File: src/hw/rtl/fmd_pkg.sv
// Shared types, constants and the ring classification function of the minutiae detector.
`timescale 1ns / 1ps
`default_nettype none

package fmd_pkg;

	// Line store depth and position widths.
	localparam int MAX_WIDTH  = 1024;
	localparam int MAX_HEIGHT = 1024;
	localparam int COL_W      = $clog2(MAX_WIDTH);
	localparam int ROW_W      = $clog2(MAX_HEIGHT);

	// Field widths of the transactions and registers.
	localparam int GRAY_W  = 8;
	localparam int DIM_W   = 11;
	localparam int POS_W   = 10;
	localparam int TOTAL_W = 16;
	localparam int CFG_W   = 11;
	localparam int IDX_W   = 2;

	// Register indexes of the configuration port.
	localparam logic [IDX_W-1:0] REG_THRESHOLD = 2'd0;
	localparam logic [IDX_W-1:0] REG_WIDTH     = 2'd1;
	localparam logic [IDX_W-1:0] REG_HEIGHT    = 2'd2;

	// Register reset values.
	localparam logic [GRAY_W-1:0] THRESHOLD_RESET = 8'd100;
	localparam logic [DIM_W-1:0]  WIDTH_RESET     = 11'd640;
	localparam logic [DIM_W-1:0]  HEIGHT_RESET    = 11'd480;
	localparam logic [DIM_W-1:0]  DIM_MIN         = 11'd3;

	// Neighbor counts that mark a minutia, and the kind codes.
	localparam logic [3:0] COUNT_BIFURCATION = 4'd5;
	localparam logic [3:0] COUNT_TERMINATION = 4'd7;
	localparam logic       KIND_BIFURCATION  = 1'b0;
	localparam logic       KIND_TERMINATION  = 1'b1;

	localparam logic [TOTAL_W-1:0] TOTAL_MAX = '1;

	// Depth of the result queue in front of the output port.
	localparam int FIFO_DEPTH = 4;
	localparam int FIFO_AW    = $clog2(FIFO_DEPTH);

	// One window column: bit 0 top row, bit 1 middle row, bit 2 bottom row.
	typedef logic [2:0] col_t;

	typedef struct packed {
		logic [GRAY_W-1:0] gray_pixel;
		logic              frame_start;
	} pix_t;

	typedef struct packed {
		logic [POS_W-1:0]   minutia_x;
		logic [POS_W-1:0]   minutia_y;
		logic               minutia_kind;
		logic [TOTAL_W-1:0] minutia_total;
	} mnt_t;

	// Walk the eight neighbors clockwise from the top-left one. Every neighbor counts
	// unless it is black and the next one is white, so the count is eight minus the
	// number of black-to-white steps around the ring.
	function automatic logic [3:0] ring_count(input col_t left, input col_t mid,
		input col_t right);
		logic [7:0] ring;
		logic [3:0] cnt;
		ring = {left[1], left[2], mid[2], right[2], right[1], right[0], mid[0], left[0]};
		cnt  = 4'd8;
		for (int k = 0; k < 8; k++) begin
			if (!ring[k] && ring[(k + 1) % 8])
				cnt = cnt - 4'd1;
		end
		return cnt;
	endfunction

endpackage

`default_nettype wire

File: src/hw/rtl/fmd_if.sv
// Valid/ready stream interfaces for the pixel input and the minutia output.
`timescale 1ns / 1ps
`default_nettype none

interface fmd_pix_if;
	logic          valid;
	logic          ready;
	fmd_pkg::pix_t payload;

	modport source (output valid, output payload, input ready);
	modport sink (input valid, input payload, output ready);
endinterface

interface fmd_mnt_if;
	logic          valid;
	logic          ready;
	fmd_pkg::mnt_t payload;

	modport source (output valid, output payload, input ready);
	modport sink (input valid, input payload, output ready);
endinterface

`default_nettype wire

File: src/hw/rtl/fmd_ram.sv
// Generic single-write, single-read RAM with registered read data.
`timescale 1ns / 1ps
`default_nettype none

module fmd_ram #(
	parameter int WIDTH = 2,
	parameter int DEPTH = 1024
) (
	input  wire logic                     clk,
	input  wire logic                     we,
	input  wire logic [$clog2(DEPTH)-1:0] waddr,
	input  wire logic [WIDTH-1:0]         wdata,
	input  wire logic                     re,
	input  wire logic [$clog2(DEPTH)-1:0] raddr,
	output logic      [WIDTH-1:0]         rdata
);

	logic [WIDTH-1:0] mem_q [DEPTH];

	always_ff @(posedge clk) begin
		if (we)
			mem_q[waddr] <= wdata;
		if (re)
			rdata <= mem_q[raddr];
	end

endmodule

`default_nettype wire

File: src/hw/rtl/fmd_cell.sv
// One column cell of the 3x3 window chain; it takes its neighbor's column on each shift.
`timescale 1ns / 1ps
`default_nettype none

module fmd_cell (
	input  wire logic          clk,
	input  wire logic          shift,
	input  wire fmd_pkg::col_t col_in,
	output fmd_pkg::col_t      col_out
);

	fmd_pkg::col_t col_q;

	always_ff @(posedge clk) begin
		if (shift)
			col_q <= col_in;
	end

	assign col_out = col_q;

endmodule

`default_nettype wire

File: src/hw/rtl/fingerprint_minutiae_detector.sv
// Top level of the minutiae detector: position tracking, line store, window chain, results.
// A minutia passes stage 1, stage 2 and the result queue on its way from its completing pixel to the output port.
// Throughput: one pixel per cycle unless clearing or the four-entry result queue fills; it absorbs output stalls.
// The pixel rate is set by the line store, read once and written once per pixel.
// Reset is asynchronous; after it a pass clears all 1024 line store entries,
// during which no pixel is accepted (configuration writes are taken).
`timescale 1ns / 1ps
`default_nettype none

module fingerprint_minutiae_detector (
	input  wire logic                        clk,
	input  wire logic                        arst_n,
	fmd_pix_if.sink                          pixels,
	fmd_mnt_if.source                        minutiae,
	input  wire logic                        cfg_we,
	input  wire logic [fmd_pkg::IDX_W-1:0]   cfg_index,
	input  wire logic [fmd_pkg::CFG_W-1:0]   cfg_data
);

	localparam int COL_W   = fmd_pkg::COL_W;
	localparam int ROW_W   = fmd_pkg::ROW_W;
	localparam int DIM_W   = fmd_pkg::DIM_W;
	localparam int TOTAL_W = fmd_pkg::TOTAL_W;
	localparam int FAW     = fmd_pkg::FIFO_AW;

	// ------------------------------------------------------------------
	// Configuration registers. The user must write them only while the block is idle; the block does not enforce it.
	// ------------------------------------------------------------------
	logic [fmd_pkg::GRAY_W-1:0] thresh_q;
	logic [DIM_W-1:0]           width_q;
	logic [DIM_W-1:0]           height_q;

	always_ff @(posedge clk or negedge arst_n) begin
		if (!arst_n) begin
			thresh_q <= fmd_pkg::THRESHOLD_RESET;
			width_q  <= fmd_pkg::WIDTH_RESET;
			height_q <= fmd_pkg::HEIGHT_RESET;
		end else if (cfg_we) begin
			unique case (cfg_index)
				fmd_pkg::REG_THRESHOLD: thresh_q <= cfg_data[fmd_pkg::GRAY_W-1:0];
				fmd_pkg::REG_WIDTH:     width_q  <= cfg_data;
				fmd_pkg::REG_HEIGHT:    height_q <= cfg_data;
				default: ;
			endcase
		end
	end

	// Frame size clamped to the range the hardware supports.
	logic [DIM_W-1:0] w_eff;
	logic [DIM_W-1:0] h_eff;

	always_comb begin
		if (width_q < fmd_pkg::DIM_MIN)
			w_eff = fmd_pkg::DIM_MIN;
		else if (width_q > DIM_W'(fmd_pkg::MAX_WIDTH))
			w_eff = DIM_W'(fmd_pkg::MAX_WIDTH);
		else
			w_eff = width_q;

		if (height_q < fmd_pkg::DIM_MIN)
			h_eff = fmd_pkg::DIM_MIN;
		else if (height_q > DIM_W'(fmd_pkg::MAX_HEIGHT))
			h_eff = DIM_W'(fmd_pkg::MAX_HEIGHT);
		else
			h_eff = height_q;
	end

	// ------------------------------------------------------------------
	// Line store clearing pass after reset. The store starts out all black,
	// which matters when the frame width is raised in the middle of a frame.
	// ------------------------------------------------------------------
	logic             clr_busy_q;
	logic [COL_W-1:0] clr_addr_q;

	always_ff @(posedge clk or negedge arst_n) begin
		if (!arst_n) begin
			clr_busy_q <= 1'b1;
			clr_addr_q <= '0;
		end else if (clr_busy_q) begin
			clr_addr_q <= clr_addr_q + COL_W'(1);
			if (clr_addr_q == COL_W'(fmd_pkg::MAX_WIDTH - 1))
				clr_busy_q <= 1'b0;
		end
	end

	// ------------------------------------------------------------------
	// Flow control. Every accepted pixel yields at most one result, so a pixel is
	// taken only while the queue has room for everything already in flight.
	// ------------------------------------------------------------------
	logic           v_s1;
	logic           v_s2;
	logic [FAW:0]   fifo_cnt_q;
	logic [FAW:0]   in_flight;
	logic           pix_acc;

	assign in_flight    = fifo_cnt_q + {{FAW{1'b0}}, v_s1} + {{FAW{1'b0}}, v_s2};
	assign pixels.ready = !clr_busy_q && (in_flight < (FAW + 1)'(fmd_pkg::FIFO_DEPTH));
	assign pix_acc      = pixels.valid && pixels.ready;

	// ------------------------------------------------------------------
	// Stage 0: position of the incoming pixel, binarization, line store read.
	// ------------------------------------------------------------------
	logic [COL_W-1:0] col_q;
	logic [ROW_W-1:0] row_q;
	logic [COL_W-1:0] col_base;
	logic [ROW_W-1:0] row_base;
	logic [COL_W-1:0] col_cur;
	logic [ROW_W-1:0] row_cur;
	logic [COL_W-1:0] col_nxt;
	logic [ROW_W-1:0] row_nxt;
	logic [DIM_W-1:0] col_inc;
	logic [DIM_W-1:0] row_inc;
	logic             out_of_frame;
	logic             white;

	always_comb begin
		col_base = pixels.payload.frame_start ? '0 : col_q;
		row_base = pixels.payload.frame_start ? '0 : row_q;
		// A position past the frame (end of frame or a shrunken size) wraps to the origin.
		out_of_frame = (DIM_W'(col_base) >= w_eff) || (DIM_W'(row_base) >= h_eff);
		col_cur = out_of_frame ? '0 : col_base;
		row_cur = out_of_frame ? '0 : row_base;

		col_inc = DIM_W'(col_cur) + DIM_W'(1);
		row_inc = DIM_W'(row_cur) + DIM_W'(1);
		if (col_inc >= w_eff) begin
			col_nxt = '0;
			row_nxt = (row_inc >= h_eff) ? '0 : ROW_W'(row_inc);
		end else begin
			col_nxt = COL_W'(col_inc);
			row_nxt = row_cur;
		end

		white = pixels.payload.gray_pixel > thresh_q;
	end

	always_ff @(posedge clk or negedge arst_n) begin
		if (!arst_n) begin
			col_q <= '0;
			row_q <= '0;
		end else if (pix_acc) begin
			col_q <= col_nxt;
			row_q <= row_nxt;
		end
	end

	// ------------------------------------------------------------------
	// Stage 1: the line store word arrives; it holds the two earlier rows at this
	// column (bit 1 upper, bit 0 middle). The window chain shifts in the new column
	// and the store is written back with the rows moved up by one.
	// ------------------------------------------------------------------
	logic [COL_W-1:0] c_s1;
	logic [ROW_W-1:0] r_s1;
	logic             white_s1;
	logic             fs_s1;
	logic [1:0]       lines_rd;
	logic [1:0]       lines_cur;
	logic             byp_s1;
	logic [1:0]       byp_data_s1;
	logic             ram_we;
	logic [COL_W-1:0] ram_waddr;
	logic [1:0]       ram_wdata;

	always_ff @(posedge clk or negedge arst_n) begin
		if (!arst_n)
			v_s1 <= 1'b0;
		else
			v_s1 <= pix_acc;
	end

	// Two pixels in a row can land on the same column (a frame start right after
	// column zero). The store read then misses the write of the pixel ahead, so
	// that write is captured here and used in place of the read data.
	always_ff @(posedge clk) begin
		if (pix_acc) begin
			c_s1        <= col_cur;
			r_s1        <= row_cur;
			white_s1    <= white;
			fs_s1       <= pixels.payload.frame_start;
			byp_s1      <= v_s1 && (c_s1 == col_cur);
			byp_data_s1 <= ram_wdata;
		end
	end

	assign lines_cur = byp_s1 ? byp_data_s1 : lines_rd;

	assign ram_we    = clr_busy_q || v_s1;
	assign ram_waddr = clr_busy_q ? clr_addr_q : c_s1;
	assign ram_wdata = clr_busy_q ? 2'b00 : {lines_cur[0], white_s1};

	fmd_ram #(
		.WIDTH (2),
		.DEPTH (fmd_pkg::MAX_WIDTH)
	) u_lines (
		.clk   (clk),
		.we    (ram_we),
		.waddr (ram_waddr),
		.wdata (ram_wdata),
		.re    (pix_acc),
		.raddr (col_cur),
		.rdata (lines_rd)
	);

	// Window chain: the right cell takes the new column, the others take their
	// neighbor's column, so the left cell holds the oldest column.
	fmd_pkg::col_t col_new;
	fmd_pkg::col_t win_right;
	fmd_pkg::col_t win_mid;
	fmd_pkg::col_t win_left;

	assign col_new = {white_s1, lines_cur[0], lines_cur[1]};

	fmd_cell u_cell_right (
		.clk     (clk),
		.shift   (v_s1),
		.col_in  (col_new),
		.col_out (win_right)
	);

	fmd_cell u_cell_mid (
		.clk     (clk),
		.shift   (v_s1),
		.col_in  (win_right),
		.col_out (win_mid)
	);

	fmd_cell u_cell_left (
		.clk     (clk),
		.shift   (v_s1),
		.col_in  (win_mid),
		.col_out (win_left)
	);

	// ------------------------------------------------------------------
	// Stage 2: the chain now holds this pixel's window. A black interior center is
	// classified by its ring count and the frame's running total is advanced.
	// ------------------------------------------------------------------
	logic [COL_W-1:0]   c_s2;
	logic [ROW_W-1:0]   r_s2;
	logic               fs_s2;
	logic [TOTAL_W-1:0] total_q;
	logic [TOTAL_W-1:0] total_base;
	logic [TOTAL_W-1:0] total_new;
	logic [3:0]         ring_cnt;
	logic               interior;
	logic               hit_s2;
	fmd_pkg::mnt_t      result;

	always_ff @(posedge clk or negedge arst_n) begin
		if (!arst_n)
			v_s2 <= 1'b0;
		else
			v_s2 <= v_s1;
	end

	always_ff @(posedge clk) begin
		if (v_s1) begin
			c_s2  <= c_s1;
			r_s2  <= r_s1;
			fs_s2 <= fs_s1;
		end
	end

	always_comb begin
		ring_cnt   = fmd_pkg::ring_count(win_left, win_mid, win_right);
		interior   = (c_s2 >= COL_W'(2)) && (r_s2 >= ROW_W'(2)) && !win_mid[1];
		hit_s2     = v_s2 && interior && (ring_cnt == fmd_pkg::COUNT_BIFURCATION ||
			ring_cnt == fmd_pkg::COUNT_TERMINATION);
		total_base = fs_s2 ? '0 : total_q;
		total_new  = (total_base == fmd_pkg::TOTAL_MAX) ? total_base :
			total_base + TOTAL_W'(1);

		result.minutia_x     = fmd_pkg::POS_W'(c_s2 - COL_W'(1));
		result.minutia_y     = fmd_pkg::POS_W'(r_s2 - ROW_W'(1));
		result.minutia_kind  = (ring_cnt == fmd_pkg::COUNT_TERMINATION) ?
			fmd_pkg::KIND_TERMINATION : fmd_pkg::KIND_BIFURCATION;
		result.minutia_total = total_new;
	end

	// The total survives the end of a frame and is cleared only by a frame start or a reset.
	always_ff @(posedge clk or negedge arst_n) begin
		if (!arst_n)
			total_q <= '0;
		else if (v_s2)
			total_q <= hit_s2 ? total_new : total_base;
	end

	// ------------------------------------------------------------------
	// Result queue: parts the pipeline from the consumer so the pipeline never
	// stalls once a pixel is accepted.
	// ------------------------------------------------------------------
	fmd_pkg::mnt_t  fifo_q [fmd_pkg::FIFO_DEPTH];
	logic [FAW-1:0] wr_ptr_q;
	logic [FAW-1:0] rd_ptr_q;
	logic           pop;

	assign pop              = minutiae.valid && minutiae.ready;
	assign minutiae.valid   = fifo_cnt_q != '0;
	assign minutiae.payload = fifo_q[rd_ptr_q];

	always_ff @(posedge clk) begin
		if (hit_s2)
			fifo_q[wr_ptr_q] <= result;
	end

	always_ff @(posedge clk or negedge arst_n) begin
		if (!arst_n) begin
			wr_ptr_q   <= '0;
			rd_ptr_q   <= '0;
			fifo_cnt_q <= '0;
		end else begin
			if (hit_s2)
				wr_ptr_q <= wr_ptr_q + FAW'(1);
			if (pop)
				rd_ptr_q <= rd_ptr_q + FAW'(1);
			if (hit_s2 && !pop)
				fifo_cnt_q <= fifo_cnt_q + (FAW + 1)'(1);
			else if (pop && !hit_s2)
				fifo_cnt_q <= fifo_cnt_q - (FAW + 1)'(1);
		end
	end

	// ------------------------------------------------------------------
	// Assertions.
	// ------------------------------------------------------------------
	// Queue entries plus pixels in the pipeline never exceed the queue depth.
	a_occupancy: assert property (@(posedge clk) disable iff (!arst_n)
		in_flight <= (FAW + 1)'(fmd_pkg::FIFO_DEPTH))
		else $error("result queue reservation exceeded");

	// A new result never lands in a full queue without a departure.
	a_no_overflow: assert property (@(posedge clk) disable iff (!arst_n)
		hit_s2 |-> (fifo_cnt_q != (FAW + 1)'(fmd_pkg::FIFO_DEPTH)) || pop)
		else $error("result queue overflow");

	// The clearing pass owns the line store write port alone.
	a_clear_exclusive: assert property (@(posedge clk) disable iff (!arst_n)
		clr_busy_q |-> !v_s1 && !v_s2)
		else $error("pixel in flight during line store clearing");

	// Every reported minutia has been counted in the frame total.
	a_total_nonzero: assert property (@(posedge clk) disable iff (!arst_n)
		minutiae.valid |-> minutiae.payload.minutia_total != '0)
		else $error("minutia reported with zero total");

endmodule

`default_nettype wire
File: src/flat_wrapper.sv
// flat-port wrapper written by rule: the top's interface ports become plain ports
module fingerprint_minutiae_detector_flat 
  (clk, arst_n, cfg_we, cfg_index, cfg_data, pixels_valid, pixels_payload, pixels_ready, minutiae_valid, minutiae_payload, minutiae_ready);
  fmd_pix_if pixels_i ();
  fmd_mnt_if minutiae_i ();
  input  wire logic clk;
  input  wire logic arst_n;
  input  wire logic cfg_we;
  input  wire logic [fmd_pkg::IDX_W-1:0] cfg_index;
  input  wire logic [fmd_pkg::CFG_W-1:0] cfg_data;
  input wire logic [$bits(pixels_i.valid)-1:0] pixels_valid;
  input wire logic [$bits(pixels_i.payload)-1:0] pixels_payload;
  output wire logic [$bits(pixels_i.ready)-1:0] pixels_ready;
  output wire logic [$bits(minutiae_i.valid)-1:0] minutiae_valid;
  output wire logic [$bits(minutiae_i.payload)-1:0] minutiae_payload;
  input wire logic [$bits(minutiae_i.ready)-1:0] minutiae_ready;
  assign pixels_i.valid = pixels_valid;
  assign pixels_i.payload = pixels_payload;
  assign pixels_ready = pixels_i.ready;
  assign minutiae_valid = minutiae_i.valid;
  assign minutiae_payload = minutiae_i.payload;
  assign minutiae_i.ready = minutiae_ready;
  fingerprint_minutiae_detector u_core (.clk(clk), .arst_n(arst_n), .pixels(pixels_i), .minutiae(minutiae_i), .cfg_we(cfg_we), .cfg_index(cfg_index), .cfg_data(cfg_data));
endmodule
File: config.mk
export PLATFORM = sky130hd
export DESIGN_NAME = fingerprint_minutiae_detector_flat
export DESIGN_NICKNAME = d
export VERILOG_FILES = /design/src/hw/rtl/fmd_pkg.sv /design/src/hw/rtl/fmd_if.sv /design/src/hw/rtl/fmd_ram.sv /design/src/hw/rtl/fmd_cell.sv /design/src/hw/rtl/fingerprint_minutiae_detector.sv /design/src/flat_wrapper.sv
export SDC_FILE = /design/constraint.sdc
export NUM_CORES = 2
export LEC_CHECK = 0
export ABC_AREA = 1
export ABC_CLOCK_PERIOD_IN_PS = 46000
export BUFFER_PORTS_ARGS = -buffer_cell sky130_fd_sc_hd__buf_4
export CAP_MARGIN = 30
export CELL_PAD_IN_SITES_DETAIL_PLACEMENT = 2
export CELL_PAD_IN_SITES_GLOBAL_PLACEMENT = 2
export CORE_ASPECT_RATIO = 0.9
export CORE_MARGIN = 5
export CORE_UTILIZATION = 43
export CTS_CLUSTER_SIZE = 8
export DETAILED_ROUTE_END_ITERATION = 10
export PLACE_DENSITY_LB_ADDON = 0.1
export SETUP_SLACK_MARGIN = 0.4
export SLEW_MARGIN = 20
export SYNTH_ARGS = -nofsm -noshare
export SYNTH_HDL_FRONTEND = slang
export SYNTH_HIERARCHICAL = 1
export SYNTH_SLANG_ARGS = --single-unit
File: constraint.sdc
create_clock -name clk -period 46 [get_ports clk]
set_clock_uncertainty 0.1 [all_clocks]
set_input_delay 13.8 -clock clk [delete_from_list [all_inputs] [get_ports clk]]
set_output_delay 13.8 -clock clk [all_outputs]
set_load 0.1 [all_outputs]
Word level (Yosys, flattened, before mapping)
Memories as Yosys holds them, arrays and structs flattened. A register that Yosys moved wholly into a read port is not among the register bits.
Cells that the tools add are included.
{"block": "totals", "reg_bits": 141, "ram_bits": 2196, "in_bits": 27, "word_cells": 138, "memories": 2}
{"name": "u_core.u_lines.mem_q", "depth": 1024, "word_bits": 2, "rd": 1, "rd_clocked_by_memory_dff": 1, "wr": 1, "line_no": "fmd_ram.sv:18", "source": "logic [WIDTH-1:0] mem_q [DEPTH];"}
{"name": "u_core.fifo_q", "depth": 4, "word_bits": 37, "rd": 1, "rd_clocked_by_memory_dff": 0, "wr": 1, "line_no": "fingerprint_minutiae_detector.sv:292", "source": "fmd_pkg::mnt_t fifo_q [fmd_pkg::FIFO_DEPTH];"}
{"block": "classes", "addsub": 19, "magnitude_cmp": 12, "n_eq_ne": 7, "n_mux": 34, "reduce_logical": 39}
{"cell": "$mux W10", "n": 8}
{"cell": "$mux W16", "n": 3}
{"cell": "$mux W11", "n": 4}
{"cell": "$mux W4", "n": 8}
{"cell": "$sub A4 B1 Y4 const B", "n": 7}
{"cell": "$add A10 B1 Y11 const B", "n": 2}
{"cell": "$ge A10 B11 Y1", "n": 2}
{"cell": "$ge A11 B11 Y1", "n": 2}
{"cell": "$gt A11 B11 Y1 const B", "n": 2}
{"cell": "$lt A11 B2 Y1 const B", "n": 2}
{"cell": "$ge A10 B2 Y1 const B", "n": 2}
{"cell": "$sub A10 B1 Y10 const B", "n": 2}
{"cell": "$logic_and A1 B1 Y1", "n": 18}
{"cell": "$add A16 B1 Y16 const B", "n": 1}
{"cell": "$eq A16 B16 Y1 const B", "n": 1}
{"cell": "$logic_not A1 Y1", "n": 12}
{"cell": "$add A10 B1 Y10 const B", "n": 1}
{"cell": "$eq A10 B10 Y1", "n": 1}
{"cell": "$eq A10 B10 Y1 const B", "n": 1}
{"cell": "$eq A4 B3 Y1 const B", "n": 2}
{"cell": "$gt A8 B8 Y1", "n": 1}
{"cell": "$mux W1", "n": 7}
{"cell": "$add A3 B1 Y3", "n": 2}
{"cell": "$mux W3", "n": 2}
{"cell": "12 further kinds", "n": 18}

Longest topological paths before layout
{"block": "logic_depth", "depth_word": 24, "ltp_mapped": 35, "ltp_nobuf": 35}

Cells and area by module
The synthesis kept the hierarchy.
{"module": "fmd_ram", "n_inst": 1, "cells_each": 7976, "area_each_um2": 86973.4, "seq_area_each_um2": 61559.0}
{"module": "fingerprint_minutiae_detector", "n_inst": 1, "cells_each": 1525, "area_each_um2": 14493.9, "seq_area_each_um2": 7990.2}
{"module": "fmd_cell", "n_inst": 3, "cells_each": 3, "area_each_um2": 90.1, "seq_area_each_um2": 90.1}

Worst setup path after synthesis
OpenSTA, ideal clock, no wires.
{"block": "synth_timing", "path_type": "register to register", "startpoint": "register u_core.clr_busy_q", "endpoint": "register u_core.byp_data_s1[1] (data pin)", "setup_ns": 5.683, "arrival_time_ns": 27.992, "required_ns": 40.217, "path_slack_ns": 12.225, "stages_incl_launch_ff": 4, "path_cell_list": "dfstp_2 -> clkbuf_1 -> clkbuf_1 -> a21oi_1"}
{"block": "synth_between", "elab_chain_len": 1}
{"item": "start: declaration", "line_no": "fingerprint_minutiae_detector.sv:72", "source": "logic clr_busy_q;"}
{"item": "start signal: assignment", "line_no": "fingerprint_minutiae_detector.sv:77", "source": "clr_busy_q <= 1'b1;"}
{"item": "start signal: assignment", "line_no": "fingerprint_minutiae_detector.sv:82", "source": "clr_busy_q <= 1'b0;"}
{"item": "$mux W2", "line_no": "fingerprint_minutiae_detector.sv:189", "source": "assign ram_wdata = clr_busy_q ? 2'b00 : {lines_cur[0], white_s1};"}
{"item": "net u_core.ram_wdata[1]", "line_no": "fingerprint_minutiae_detector.sv:162", "source": "logic [1:0] ram_wdata;"}
{"item": "end signal: assignment", "line_no": "fingerprint_minutiae_detector.sv:181", "source": "byp_data_s1 <= ram_wdata;"}
{"item": "end: declaration", "line_no": "fingerprint_minutiae_detector.sv:159", "source": "logic [1:0] byp_data_s1;"}
The timed path passes the listed nets, and every way through them passes these cells.
A chain may end at the register's enable or synchronous reset.

Worst setup path in the final report
{"block": "layout_timing", "startpoint": "input pixels_payload[0]", "endpoint": "register u_core.u_lines.rdata[0] (read register of u_core.u_lines.mem_q) (data pin)"}
{"block": "layout_between", "elab_chain_len": 4, "elab_cells_between_ends": 6, "cone_classes": "order compare: 2; mux: 3; reduce/logical: 1"}
{"item": "start: declaration", "line_no": "flat_wrapper.sv:12", "source": "input wire logic [$bits(pixels_i.payload)-1:0] pixels_payload;"}
{"item": "$mux W10, on equally long branches", "line_no": "fingerprint_minutiae_detector.sv:117, fingerprint_minutiae_detector.sv:118"}
{"item": "$ge A10 B11 Y1", "line_no": "fingerprint_minutiae_detector.sv:120", "source": "out_of_frame = (DIM_W'(col_base) >= w_eff) || (DIM_W'(row_base) >= h_eff);"}
{"item": "$logic_or A1 B1 Y1", "line_no": "fingerprint_minutiae_detector.sv:120"}
{"item": "$mux W10 (*)", "line_no": "fingerprint_minutiae_detector.sv:121", "source": "col_cur = out_of_frame ? '0 : col_base;"}
{"item": "net u_core.col_cur[1]", "line_no": "fingerprint_minutiae_detector.sv:107", "source": "logic [COL_W-1:0] col_cur;"}
{"item": "end: declaration", "line_no": "fmd_ram.sv:15", "source": "output logic [WIDTH-1:0] rdata"}
Mark *: on every way through the listed nets, which the timed path passes. The rest lies on a longest branch.

==> impl_metrics.yaml <==
grt:
  grt_pass1_vias: 83000
  grt_max_degree: 244
  grt_first_pass_wirelength_microns: 551000
  antenna_found_initial: 26
  grt_overflow: 0
  track_usage_pct: 29.9
layout:
  final_nets: 9513
  final_cell_mix: "nand2_1 (2397), edfxtp_1 (2253), nand3_1 (2126)"
  design_area_sq_um: 114000
  layout-drive-gt1-share_pct: 7.75
  utilization_pct: 48.6
  area_growth_pct: 12.4
  mostFrequentLayoutCell: "nand2_1"
cts:
  cts_buffers: 334
  cts_hold_buf: 0
  tritoncts: "done"
  cts_setup_buffers: 0
  ctsRootBufferMaster: "clkbuf_16"
  clock-sinks: 2339
  clk_path_buf_depth: 4
  cts_resized: 0
  htreeDepth: 5
  cts.clk_slew.worst_paths_ns: 0.05
  clk_latency_ns: 0.87
setup_path:
  timing.rr.start: "u_core/height_q[9]"
  end_kind: "flop"
  crit_slowest_cell: "buf_4"
  reg2regPathDepth: 28
  arrival_ns: 20.58
  worst_path_most_repeated_cell: "nand3_1"
  crit_path_start_kind: "input port"
  path_class: "input port to flop"
  timing.rr.end: "u_core/u_lines/rdata[0]"
  critPathMaxStageDelay_ns: 0.75
  required_ns: 46.52
  rrSetupSlack_ns: 37.66
  critPathMaxFanout: 63
min_path:
  min_path_type: "flop to flop"
  holdPathStages: 0
  worstHoldEndpoint: "u_core/r_s2[4]"
  min_from: "u_core/r_s1[4]"
sta:
  setup-violations-final: 0
  finalHoldViolCount: 0
  final-max-slew-violation-count: 0
  tns_ns: 0
  min_period_ns: 20.06
  rsz0062_at_grt: "false"
  max_slew_margin_pct: 25.0
  worst_slew_pin_slew_ns: 1.12
  final.period_utilization_pct: 43.6
  fmax_ghz: 0.0498
placed_design:
  dpl.hpwl_microns: 212000
  port_buffers: 65
  place_congestion: 0.802
  dpl_cell_area_sq_um: 105000
logic_synthesis:
  synth_area_sq_um: 102000
  syn-instance-count: 9510
  ys.flop_type: "edfxtp_1"
  synthXorXnorAreaFrac_pct: 0.396
  syn_nets: 9610
  yosysSeqAreaShare_pct: 68.6
  yosysUniqueCellTypes: 61
  yosys.area_share.simple_pct: 24.7
  synth_compound_area_share_pct: 1.34
  synth_top_family_by_area: "simple AND/OR/NAND/NOR gates"
  synth_top_area_cell: "edfxtp_1"
  async_reset_ff_share_pct: 3.68
  synth_edf_count: 2253
  yosysWarnings: 6
  synth_adder_area_share_pct: 0.913
  synth_mux_area_share_pct: 0.0111
  ys_top_cells_by_area: "edfxtp_1 (66%), nand3_1 (10%), nand2_1 (8.9%)"
  synth_seq_cells: 2339
  synth_area_per_cell_sq_um: 10.7
  synth_top_cell_area_share_pct: 66.5
floorplanning:
  fp-row-count: 169
  ioPinCount: 66
  start_util_pct: 43.2
  die_h_microns: 471
  die_area_sq_um: 246000
  core_area_sq_um: 236000
  die_w_microns: 523
drt:
  antenna_left: 0
  drc: 0
  drt-initial-drc-count: 7164
  vias_per_cell: 5.97
  dr_total_vias: 75600
  routedWlPerCell_microns: 29.7
  drtPass1Iterations: 6
  wirelength_microns: 376000
run:
  max_cap_viol_count: 0
power_and_ir_drop:
  peakVddDrop_v: 0.0000406
  powerDensity_nw_per_um2: 56.9
  p_leak_nw: 40.1
  power_w: 0.00651
outcome:
  status: "finished clean"
registers in the layout, indices dropped and copies added, names as in the netlist, 8 cells and up:
signal,flops
u_core/u_lines/mem_q,2048
u_core/fifo_q,148
u_core/total_q,16
u_core/height_q,11
u_core/width_q,11
u_core/c_s1,10
u_core/c_s2,10
u_core/clr_addr_q,10
u_core/col_q,10
u_core/r_s1,10
u_core/r_s2,10
u_core/row_q,10
u_core/thresh_q,8
worst max-delay path by stage:
stage,slack [ns],endpoint,cells after the start,start
finish,25.94,u_core/u_lines/rdata[0],29,pixels_payload[0]
floorplan,12.22,u_core/byp_data_s1[1],3,u_core/clr_busy_q
global placement,25.19,u_core/u_lines/rdata[0],31,pixels_payload[0]
global route,25.60,u_core/u_lines/rdata[0],29,pixels_payload[0]
detailed placement,24.97,u_core/u_lines/rdata[0],31,pixels_payload[0]
CTS,25.88,u_core/u_lines/rdata[0],31,pixels_payload[0]
final cells by class:
type	instances	area, sq um
diodes	6	15.0
repair buffers	257	2540
inverters	236	940
well taps	3163	3960
flip-flops and latches	2339	69800
clock inverters	16	194
multi-input cells	6245	28200
clock buffers	398	8730
fillers	23600	121000
synth_stat cells, drive strengths merged, types with 2 or more instances:
master,instances
ha,71
nor3,42
nor4,4
a22oi,5
nand3,2140
nand4,26
nand3b,3
or2,4
xnor2,10
dfstp,10
a31oi,3
o21a,3
clkinv,4
o22ai,45
a21oi,32
fa,2
a21o,4
xor2,36
nor3b,3
inv,232
o21ai,140
or4,2
edfxtp,2253
o21bai,2
clkbuf,296
o221ai,3
dfrtp,76
buf,394
nand2,2434
or3,2
nor2,1220
stage by stage:
step | setup WS (ns) | hold WS (ns) | cells
2_1_floorplan | 12.22 | 0.300 | 9510
3_3_place_gp | 25.19 | 0.301 | 12200
3_5_place_dp | 24.97 | 0.315 | 12200
4_1_cts | 25.88 | 0.315 | 12600
5_1_grt | 25.60 | 0.341 | 12700
6_report | 25.94 | 0.314 | 12700
report_power, final:
part	switching, W	internal (W)
clock	0.000900	0.00131
combinational	0.00132	0.000353
sequential	0.0000360	0.00259
critical path, delay by kind of cell:
family | cells | cell delay [ns]
and+or+nand+nor | 20 | 2.69
adders and majority gates | 1 | 0.29
buffers and inverters | 8 | 3.69
kinds of logic (layout without fill, tap and decap cells):
family          count (synthesis)  count (layout)
compound gates                243             243
buf+inv                       926             907
fa+ha+maj                      73              73
flops                        2339            2339
simple gates                 5882            5882
mux                             1               1
xor+xnor                       46              46
other cells                     0               6
layer usage:
layer  wire, microns  vias up  track usage [%]
li1                -    32600                -
met3           24700      668             4.35
met2          182000     2493             50.3
met1          155000    39800             40.0
met4           14200        4             10.2
met5              27        -                0
No activity file was read; power rests on OpenSTA's default activity.
